## src/hdl/pfb_pkg.sv

```systemverilog
// shared types and constants for the page framebuffer rectangle drawer
// no dependencies
`default_nettype none

package pfb_pkg;

  localparam int DEF_DISPLAY_WIDTH  = 160;
  localparam int DEF_DISPLAY_HEIGHT = 48;
  localparam int ROWS_PER_PAGE      = 8;

  // fixed coordinate widths, set by the field widths and parameter ranges
  localparam int COL_W  = 8;
  localparam int ROW_W  = 6;
  localparam int PAGE_W = 3;

  localparam logic [1:0] CMD_CLEAR = 2'd0;
  localparam logic [1:0] CMD_PIXEL = 2'd1;
  localparam logic [1:0] CMD_RECT  = 2'd2;
  localparam logic [1:0] CMD_READ  = 2'd3;

  typedef enum logic [1:0] {
    OP_NONE,
    OP_READ,
    OP_RMW,
    OP_ZERO
  } mem_op_t;

  typedef struct packed {
    mem_op_t    op;
    logic [7:0] set_mask;
    logic [7:0] clr_mask;
  } mem_req_t;

  typedef struct packed {
    logic out_load;
    logic out_zero;
  } seq_out_t;

endpackage

`default_nettype wire

```

## src/hdl/pfb_seq.sv

```systemverilog
// command sequencer: clipping, clear sweep, pixel and rectangle walks, reads
// depends on pfb_pkg
`default_nettype none

module pfb_seq import pfb_pkg::*; #(
  parameter int DISPLAY_WIDTH  = DEF_DISPLAY_WIDTH,
  parameter int DISPLAY_HEIGHT = DEF_DISPLAY_HEIGHT
) (
  input  wire logic                    clk,
  input  wire logic                    rst,
  input  wire logic                    in_valid,
  output logic                         in_stall,
  input  wire logic [1:0]              command,
  input  wire logic signed [8:0]       x,
  input  wire logic signed [8:0]       y,
  input  wire logic [7:0]              rect_width,
  input  wire logic [7:0]              rect_height,
  input  wire logic                    fill,
  input  wire logic                    pixel_on,
  input  wire logic [2:0]              read_page,
  input  wire logic [7:0]              read_column,
  input  wire logic                    wb_busy,
  input  wire logic                    out_free,
  output mem_req_t                     req,
  output logic [$clog2(DISPLAY_WIDTH *
    ((DISPLAY_HEIGHT + ROWS_PER_PAGE - 1) / ROWS_PER_PAGE))-1:0] addr,
  output seq_out_t                     ctl
);

  localparam int PAGE_COUNT = (DISPLAY_HEIGHT + ROWS_PER_PAGE - 1) / ROWS_PER_PAGE;
  localparam int DEPTH      = PAGE_COUNT * DISPLAY_WIDTH;
  localparam int ADDR_W     = $clog2(DEPTH);

  localparam logic signed [9:0] W_S       = 10'(DISPLAY_WIDTH);
  localparam logic signed [9:0] H_S       = 10'(DISPLAY_HEIGHT);
  localparam logic [COL_W-1:0]  W_LAST    = COL_W'(DISPLAY_WIDTH - 1);
  localparam logic [ROW_W-1:0]  H_LAST    = ROW_W'(DISPLAY_HEIGHT - 1);
  localparam logic [ADDR_W-1:0] W_ADDR    = ADDR_W'(DISPLAY_WIDTH);
  localparam logic [ADDR_W-1:0] LAST_ADDR = ADDR_W'(DEPTH - 1);
  localparam logic [8:0]        W_9       = 9'(DISPLAY_WIDTH);
  localparam logic [3:0]        PAGES_4   = 4'(PAGE_COUNT);

  typedef enum logic [2:0] {
    S_IDLE,
    S_CLEAR,
    S_PIXEL,
    S_RECT,
    S_READ,
    S_READ_OUT
  } state_t;

  state_t state;

  logic                acc;
  logic signed [9:0]   x_ext, x_end, y_ext, y_end;
  logic                x_empty, y_empty, pix_ok, rd_ok;
  logic [COL_W-1:0]    cl_in, ch_in;
  logic [ROW_W-1:0]    rl_in, rh_in;
  logic                top_on_in, bot_on_in;
  logic [ADDR_W-1:0]   pix_addr, rd_addr, rect_base;
  logic [7:0]          pix_bit;

  // registered work description
  logic [ADDR_W-1:0]   addr_r;
  logic [ADDR_W-1:0]   base;
  logic [COL_W-1:0]    col, cl, ch;
  logic [PAGE_W-1:0]   page;
  logic [ROW_W-1:0]    rl, rh, top_row, bot_row;
  logic                top_on, bot_on, fill_r, rd_zero;
  logic signed [9:0]   x0_r, xe_r;
  logic [7:0]          pix_set, pix_clr;

  logic [2:0]          lo, hi;
  logic [7:0]          span, edge_bits, rect_mask;
  logic signed [9:0]   col_s;
  logic                side;

  assign acc = in_valid && !in_stall;

  // clipping of the incoming item
  assign x_ext = {x[8], x};
  assign y_ext = {y[8], y};
  assign x_end = x_ext + $signed({2'b00, rect_width}) - 10'sd1;
  assign y_end = y_ext + $signed({2'b00, rect_height}) - 10'sd1;

  assign x_empty = (rect_width == 8'd0) || (x_ext >= W_S) || (x_end < 10'sd0);
  assign y_empty = (rect_height == 8'd0) || (y_ext >= H_S) || (y_end < 10'sd0);
  assign cl_in   = x[8] ? '0 : x[COL_W-1:0];
  assign ch_in   = (x_end >= W_S) ? W_LAST : x_end[COL_W-1:0];
  assign rl_in   = y[8] ? '0 : y[ROW_W-1:0];
  assign rh_in   = (y_end >= H_S) ? H_LAST : y_end[ROW_W-1:0];
  assign top_on_in = !y[8] && (y_ext < H_S);
  assign bot_on_in = !y_end[9] && (y_end < H_S);

  assign pix_ok   = !x[8] && (x_ext < W_S) && !y[8] && (y_ext < H_S);
  assign pix_addr = ADDR_W'(y[5:3]) * W_ADDR + ADDR_W'(x[COL_W-1:0]);
  assign pix_bit  = 8'd1 << y[2:0];
  assign rect_base = ADDR_W'(rl_in[5:3]) * W_ADDR;

  assign rd_ok   = ({1'b0, read_page} < PAGES_4) && ({1'b0, read_column} < W_9);
  assign rd_addr = ADDR_W'(read_page) * W_ADDR + ADDR_W'(read_column);

  // byte mask for the current column of the rectangle walk
  always_comb begin
    lo = (page == rl[5:3]) ? rl[2:0] : 3'd0;
    hi = (page == rh[5:3]) ? rh[2:0] : 3'd7;
    span = (8'hFF << lo) & (8'hFF >> (3'd7 - hi));
    edge_bits = 8'd0;
    if (top_on && top_row[5:3] == page) begin
      edge_bits = edge_bits | (8'd1 << top_row[2:0]);
    end
    if (bot_on && bot_row[5:3] == page) begin
      edge_bits = edge_bits | (8'd1 << bot_row[2:0]);
    end
    col_s = {2'b00, col};
    side  = fill_r || (col_s == x0_r) || (col_s == xe_r);
    rect_mask = side ? span : edge_bits;
  end

  always_comb begin
    req.op       = OP_NONE;
    req.set_mask = 8'd0;
    req.clr_mask = 8'd0;
    addr         = addr_r;
    unique case (state)
      S_CLEAR: begin
        req.op = OP_ZERO;
      end
      S_PIXEL: begin
        req.op       = OP_RMW;
        req.set_mask = pix_set;
        req.clr_mask = pix_clr;
      end
      S_RECT: begin
        req.op       = OP_RMW;
        req.set_mask = rect_mask;
        addr         = base + ADDR_W'(col);
      end
      S_READ: begin
        req.op = OP_READ;
      end
      default: begin
        req.op = OP_NONE;
      end
    endcase
  end

  assign in_stall     = (state != S_IDLE) || wb_busy;
  assign ctl.out_load = (state == S_READ_OUT) && out_free;
  assign ctl.out_zero = rd_zero;

  always_ff @(posedge clk) begin
    if (rst) begin
      state  <= S_CLEAR;
      addr_r <= '0;
    end else begin
      unique case (state)
        S_IDLE: begin
          if (acc) begin
            unique case (command)
              CMD_CLEAR: begin
                addr_r <= '0;
                state  <= S_CLEAR;
              end
              CMD_PIXEL: begin
                addr_r  <= pix_addr;
                pix_set <= pixel_on ? pix_bit : 8'd0;
                pix_clr <= pixel_on ? 8'd0 : pix_bit;
                if (pix_ok) begin
                  state <= S_PIXEL;
                end
              end
              CMD_RECT: begin
                col     <= cl_in;
                cl      <= cl_in;
                ch      <= ch_in;
                rl      <= rl_in;
                rh      <= rh_in;
                page    <= rl_in[5:3];
                base    <= rect_base;
                top_on  <= top_on_in;
                bot_on  <= bot_on_in;
                top_row <= y[ROW_W-1:0];
                bot_row <= y_end[ROW_W-1:0];
                x0_r    <= x_ext;
                xe_r    <= x_end;
                fill_r  <= fill;
                if (!x_empty && !y_empty) begin
                  state <= S_RECT;
                end
              end
              CMD_READ: begin
                addr_r  <= rd_addr;
                rd_zero <= !rd_ok;
                state   <= rd_ok ? S_READ : S_READ_OUT;
              end
            endcase
          end
        end
        S_CLEAR: begin
          addr_r <= addr_r + 1'b1;
          if (addr_r == LAST_ADDR) begin
            state <= S_IDLE;
          end
        end
        S_PIXEL: begin
          state <= S_IDLE;
        end
        S_RECT: begin
          if (col == ch) begin
            col  <= cl;
            page <= page + 1'b1;
            base <= base + W_ADDR;
            if (page == rh[5:3]) begin
              state <= S_IDLE;
            end
          end else begin
            col <= col + 1'b1;
          end
        end
        S_READ: begin
          state <= S_READ_OUT;
        end
        S_READ_OUT: begin
          if (out_free) begin
            state <= S_IDLE;
          end
        end
        default: begin
          state <= S_IDLE;
        end
      endcase
    end
  end

endmodule

`default_nettype wire

```

## config.mk

```make
export PLATFORM = sky130hd
export DESIGN_NAME = pfb_seq
export DESIGN_NICKNAME = d
export VERILOG_FILES = /design/src/hdl/pfb_pkg.sv /design/src/hdl/pfb_seq.sv
export SDC_FILE = /design/constraint.sdc
export NUM_CORES = 1
export LEC_CHECK = 0
export ABC_AREA = 1
export BUFFER_PORTS_ARGS = -buffer_cell sky130_fd_sc_hd__buf_2
export CAP_MARGIN = 10
export CORE_MARGIN = 2
export CORE_UTILIZATION = 37
export CTS_CLUSTER_SIZE = 24
export DETAILED_ROUTE_END_ITERATION = 10
export GPL_ROUTABILITY_DRIVEN = 0
export GPL_TIMING_DRIVEN = 1
export SLEW_MARGIN = 15
export SYNTH_ARGS = -nofsm -noshare
export SYNTH_HDL_FRONTEND = slang
export SYNTH_SLANG_ARGS = --single-unit
```

## constraint.sdc

```tcl
create_clock -name clk -period 7.9 [get_ports clk]
set_input_delay 0.79 -clock clk [delete_from_list [all_inputs] [get_ports clk]]
set_output_delay 0.79 -clock clk [all_outputs]
set_load 0.02 [all_outputs]
```

=== Word level (Yosys, flattened, before mapping) ===
Index checks and enable logic that the tools add are counted.

* Equality and inequality tests: 25
* Magnitude comparators: 11
* $add $sub $neg: 12
* Reduce and logical (&&, ||, !) cells: 40
* Bitwise operators: 3
* Multiply operators: 3
* Shifts and indexed selects: 5
* Mux-type cells: 36

{| class="wikitable"
|+ Operator list
! kind !! number
|-
| $mux 8 || 8
|-
| $mux 10 || 5
|-
| $pmux 10 s2 || 2
|-
| $mux 3 || 12
|-
| $pmux 8 s2 || 2
|-
| $add 10x8->10 || 3
|-
| $pmux 10 s3 || 1
|-
| $shl 1x3->8 const A || 3
|-
| $add 9x9->10 || 2
|-
| $lt 10x1->1 const B || 2
|-
| $sub 10x2->10 const B || 2
|-
| $logic_not 8->1 || 2
|-
| $reduce_and 4->1 || 4
|-
| $mul 3x3->5 const B || 3
|-
| $pmux 3 s5 || 1
|-
| $eq 3x3->1 || 4
|-
| $pmux 3 s4 || 1
|-
| $logic_and 1x1->1 || 11
|-
| $add 10x1->10 const B || 1
|-
| $add 10x8->10 const B || 1
|-
| $eq 10x10->1 const B || 1
|-
| $eq 9x10->1 || 1
|-
| $ge 10x7->1 const B || 1
|-
| $ge 10x9->1 const B || 1
|-
| 40 further kinds || 61
|}

* Logic and storage cells: 155
* Register bits: 113
* Output and inout bits: 31
* Bits of input ports: 54

=== Logic depth before layout (Yosys ltp) ===
* Depth after elaboration: 10
* Gate-level depth with buffers: 17
* Mapped depth without buffers: 17

=== Worst setup path before layout ===
No wires, ideal clock.

* Kind: in2reg
* Start: in wb_busy
* End: reg bot_on (enable)
* Stages: 5
* Path buffers: 0
* Data arrival time: 5474 ps
* Required time: 7342 ps
* Library setup time: 558 ps
* Path slack: 1868 ps
* Path through: inv_1 -> nand2_1 -> nor2_1 -> nand2_1 -> nor3_1

* Longest elaborated chain between the ends: 4

{| class="wikitable"
|+ Ends and longest elaborated chain
! element !! RTL line !! text
|-
| start, declared || pfb_seq.sv:22 || <nowiki>input wire logic wb_busy,</nowiki>
|-
| $logic_or 1x1->1 || pfb_seq.sv:148 || <nowiki>assign in_stall = (state != S_IDLE) || wb_busy;</nowiki>
|-
| net in_stall || pfb_seq.sv:12 || <nowiki>output logic in_stall,</nowiki>
|-
| $logic_not 1->1 || pfb_seq.sv:78 || <nowiki>assign acc = in_valid && !in_stall;</nowiki>
|-
| $logic_and 1x1->1 || pfb_seq.sv:78 ||
|-
| $reduce_and 4->1 (no source line) || -- ||
|-
| end signal, assigned || pfb_seq.sv:182 || <nowiki>bot_on <= bot_on_in;</nowiki>
|-
| end, declared || pfb_seq.sv:69 || <nowiki>logic top_on, bot_on, fill_r, rd_zero;</nowiki>
|}

The timed path passes the listed nets, and every way through them passes these cells.
A chain may end at the register's enable or synchronous reset.

=== Final worst setup path ===
* Start: in y[1]
* End: reg rh[3], data pin

* Longest elaborated chain between the ends: 3

{| class="wikitable"
|+ Ends and longest elaborated chain
! element !! RTL line !! text
|-
| start, declared || pfb_seq.sv:15 || <nowiki>input wire logic signed [8:0] y,</nowiki>
|-
| $add 9x9->10 * || pfb_seq.sv:84 || <nowiki>assign y_end = y_ext + $signed({2'b00, rect_height}) - 10'sd1;</nowiki>
|-
| $sub 10x2->10 * || pfb_seq.sv:84 ||
|-
| $ge 10x7->1 || pfb_seq.sv:91 || <nowiki>assign rh_in = (y_end >= H_S) ? H_LAST : y_end[ROW_W-1:0];</nowiki>
|-
| end signal, assigned || pfb_seq.sv:178 || <nowiki>rh <= rh_in;</nowiki>
|-
| end, declared || pfb_seq.sv:68 || <nowiki>logic [ROW_W-1:0] rl, rh, top_row, bot_row;</nowiki>
|}

Every way passes the cells marked *; elsewhere a longest branch is shown, timed or not.

==> flow_metrics.env <==
export IMPL_placementRows=53
export IMPL_max_freq_mhz=312.7
export IMPL_wl_um=18720
export IMPL_holdWs_ns=0.5023
export IMPL_power_total_uw=1973
export IMPL_cts_setup_buffers=0
export IMPL_tightest_slew_ns=0.9353
export IMPL_route_detailed_drc=0
export IMPL_layout_common_cells="nand2_1, inv_1, nor2_1, edfxtp_1, buf_2"
export IMPL_synth_seq_cells=108
export IMPL_postSynthCellCount=1012
export IMPL_cp_depth=14
export IMPL_async_flop_share_pct=0
export IMPL_synthFlopType="edfxtp_1"
export IMPL_cp_max_fo=7
export IMPL_finalCritPeriodShare_pct=40.48
export IMPL_hold_buffers=0
export IMPL_cpLargestDelayFamily="adder cells"
export IMPL_grt_pass1_wl_um=29960
export IMPL_finClkSkew_ns=0.01182
export IMPL_yosysUniqueCellTypes=48
export IMPL_pin_count=85
export IMPL_power_density_mw_per_mm2=223.9
export IMPL_die_y_um=149.4
export IMPL_place_port_buffers=84
export IMPL_drive_gt1_share_pct=12.84
export IMPL_grt_pass1_vias=6023
export IMPL_hp_class="reg2reg"
export IMPL_preCtsSetupSlack_ns=4.348
export IMPL_leakagePower_uw=0.004218
export IMPL_cp_data_arrival_time_ns=3.29
export IMPL_path_clk_slew_ns=0.07
export IMPL_dp_hpwl_um=14940
export IMPL_setup_violations=0
export IMPL_die_w_um=149.4
export IMPL_vias_per_cell=4.750
export IMPL_die_area_mm2=0.02233
export IMPL_start_util_pct=37.46
export IMPL_synth_area_mm2=0.007825
export IMPL_cp_end_kind="flip-flop"
export IMPL_ctsRootBufferMaster="clkbuf_16"
export IMPL_coreArea_mm2=0.02089
export IMPL_fin_crit_ns=3.198
export IMPL_layout_commonest_cell="nand2_1"
export IMPL_first_iter_violations=406
export IMPL_r2r_cells=5
export IMPL_outcome="finished, final reports clean"
export IMPL_syn2layout_area_growth_pct=12.60
export IMPL_htreeDepth=3
export IMPL_syn_avg_cell_area_um2=7.732
export IMPL_worstSkewPairLatency_ns=0.36
export IMPL_cts_buffers=9
export IMPL_syn_num_nets=1129
export IMPL_diodes=0
export IMPL_overflow=0
export IMPL_worstPathCellList="buf_2 -> inv_1 -> ha_1 -> inv_1 -> ha_1 -> fa_1 -> nand3_1 -> nand3_1 -> a21oi_1 -> a21oi_1 -> and3_1 -> ha_1 -> inv_1 -> nand3_1"
export IMPL_nNetsFinal=1210
export IMPL_startpoint_type="input port"
export IMPL_finalSetupTns_ns=0
export IMPL_grt_max_degree=63
export IMPL_timing_critical_path_buf_inv=4
export IMPL_maxSlewHeadroom_pct=37.65
export IMPL_crit_path_max_incr_delay_ns=0.40
export IMPL_track_usage_pct=17.13
export IMPL_hold_path_depth=1
export IMPL_via_count=6522
export IMPL_grt_antenna_before_repair=0
export IMPL_ys_seq_area_share_pct=39.78
export IMPL_cts_resized=0
export IMPL_wl_per_cell_um=13.64
export IMPL_ir_drop_mv=0.1647
export IMPL_layout_setup_ws_ns=4.702
export IMPL_timing_max_transition_violations_final=0
export IMPL_synth_edf_count=95
export IMPL_finalHoldViolations=0
export IMPL_clock_path_buffers=2
export IMPL_critical_path_slowest_cell="fa_1"
export IMPL_cts_tree="yes"
export IMPL_dr_pass1_iters=5
export IMPL_crit_type="in2reg"
export IMPL_ant_nets=0
export IMPL_yosysWarnings=0
export IMPL_clkSinkCount=108
export IMPL_drv_cap=0
export IMPL_grt_setup_unrepaired="false"
export IMPL_cp_required_ns=7.99
==> synthesized netlist by cell type, types with 5 or more instances <==
library cell,n,area share [%]
dfxtp_1,13,3.3
a21oi_1,32,2.0
inv_2,6,0.29
nand3_1,82,5.2
a21oi_2,8,0.90
buf_2,9,0.58
fa_1,5,1.3
nor2_1,98,4.7
xor2_1,24,2.7
o21ai_1,5,0.32
clkbuf_1,5,0.24
ha_1,58,9.3
nand2_1,230,11
o21ai_0,54,3.5
inv_1,199,9.5
xnor2_1,10,1.1
o211ai_1,9,0.86
edfxtp_1,95,36
nand4_1,8,0.64
nor3_1,9,0.58
==> worst paths after layout <==
check	slack, ns	from	endpoint
worst max-delay path	4.70	y[1]	rh[3]
worst min-delay path	0.50	addr_r[3]	addr_r[3]
worst max register to register	5.32	state[1]	col[3]
worst min register to register	0.50	addr_r[3]	addr_r[3]
==> state kept, by name, summed over array words and instances, names as in the netlist, 3 cells and up <==
| register | cells |
|---|---|
| addr_r | 10 |
| base | 5 |
| bot_row | 6 |
| ch | 8 |
| cl | 8 |
| col | 8 |
| page | 3 |
| pix_clr | 8 |
| pix_set | 8 |
| rh | 6 |
| rl | 6 |
| state | 3 |
| top_row | 6 |
| x0_r | 9 |
| xe_r | 10 |
==> logic make-up after synthesis <==
| kind of cell | share of synthesized area (%) |
|---|---|
| flops | 39.78 |
| xor+xnor | 3.805 |
| fa+ha+maj | 10.55 |
| compound gates | 9.690 |
| buf+inv | 11.29 |
| simple gates | 24.88 |
==> report_power, final <==
group	internal, uW	switching (uW)	leakage, uW
Combinational	267	538	0.00311
Clock	217	217	0.000137
Sequential	683	51.0	0.000970
Total	1170	806	0.00422
==> metrics by stage <==
| step | area (um^2) | cells | util (%) |
|---|---|---|---|
| floorplan | 7825 | 1012 | - |
| global placement | 8534 | 1357 | 40.86 |
| detailed placement | 8534 | 1357 | 40.86 |
| CTS | 8811 | 1373 | 42.18 |
| global route | 8811 | 1373 | 42.18 |
| finish | 8811 | 1373 | 42.18 |
==> per-layer routing <==
layer  vias up  wire [um]  global-route usage, %
met4         0        276                  4.524
met3        19        736                  2.317
met5         -          0                      0
met1      2939       9315                  24.43
li1       3432          -                      -
met2       132       8393                  27.39
==> cell type report <==
cell class | count | area (um^2)
fill | 2130 | 12080
clock buffer | 9 | 225.2
timing repair buffer | 88 | 450.4
inverter | 207 | 782.0
tap | 275 | 344.1
sequential | 108 | 3113
clock inverter | 7 | 51.30
multi-input combinational | 679 | 3845
(Power assumes the default switching activity.)
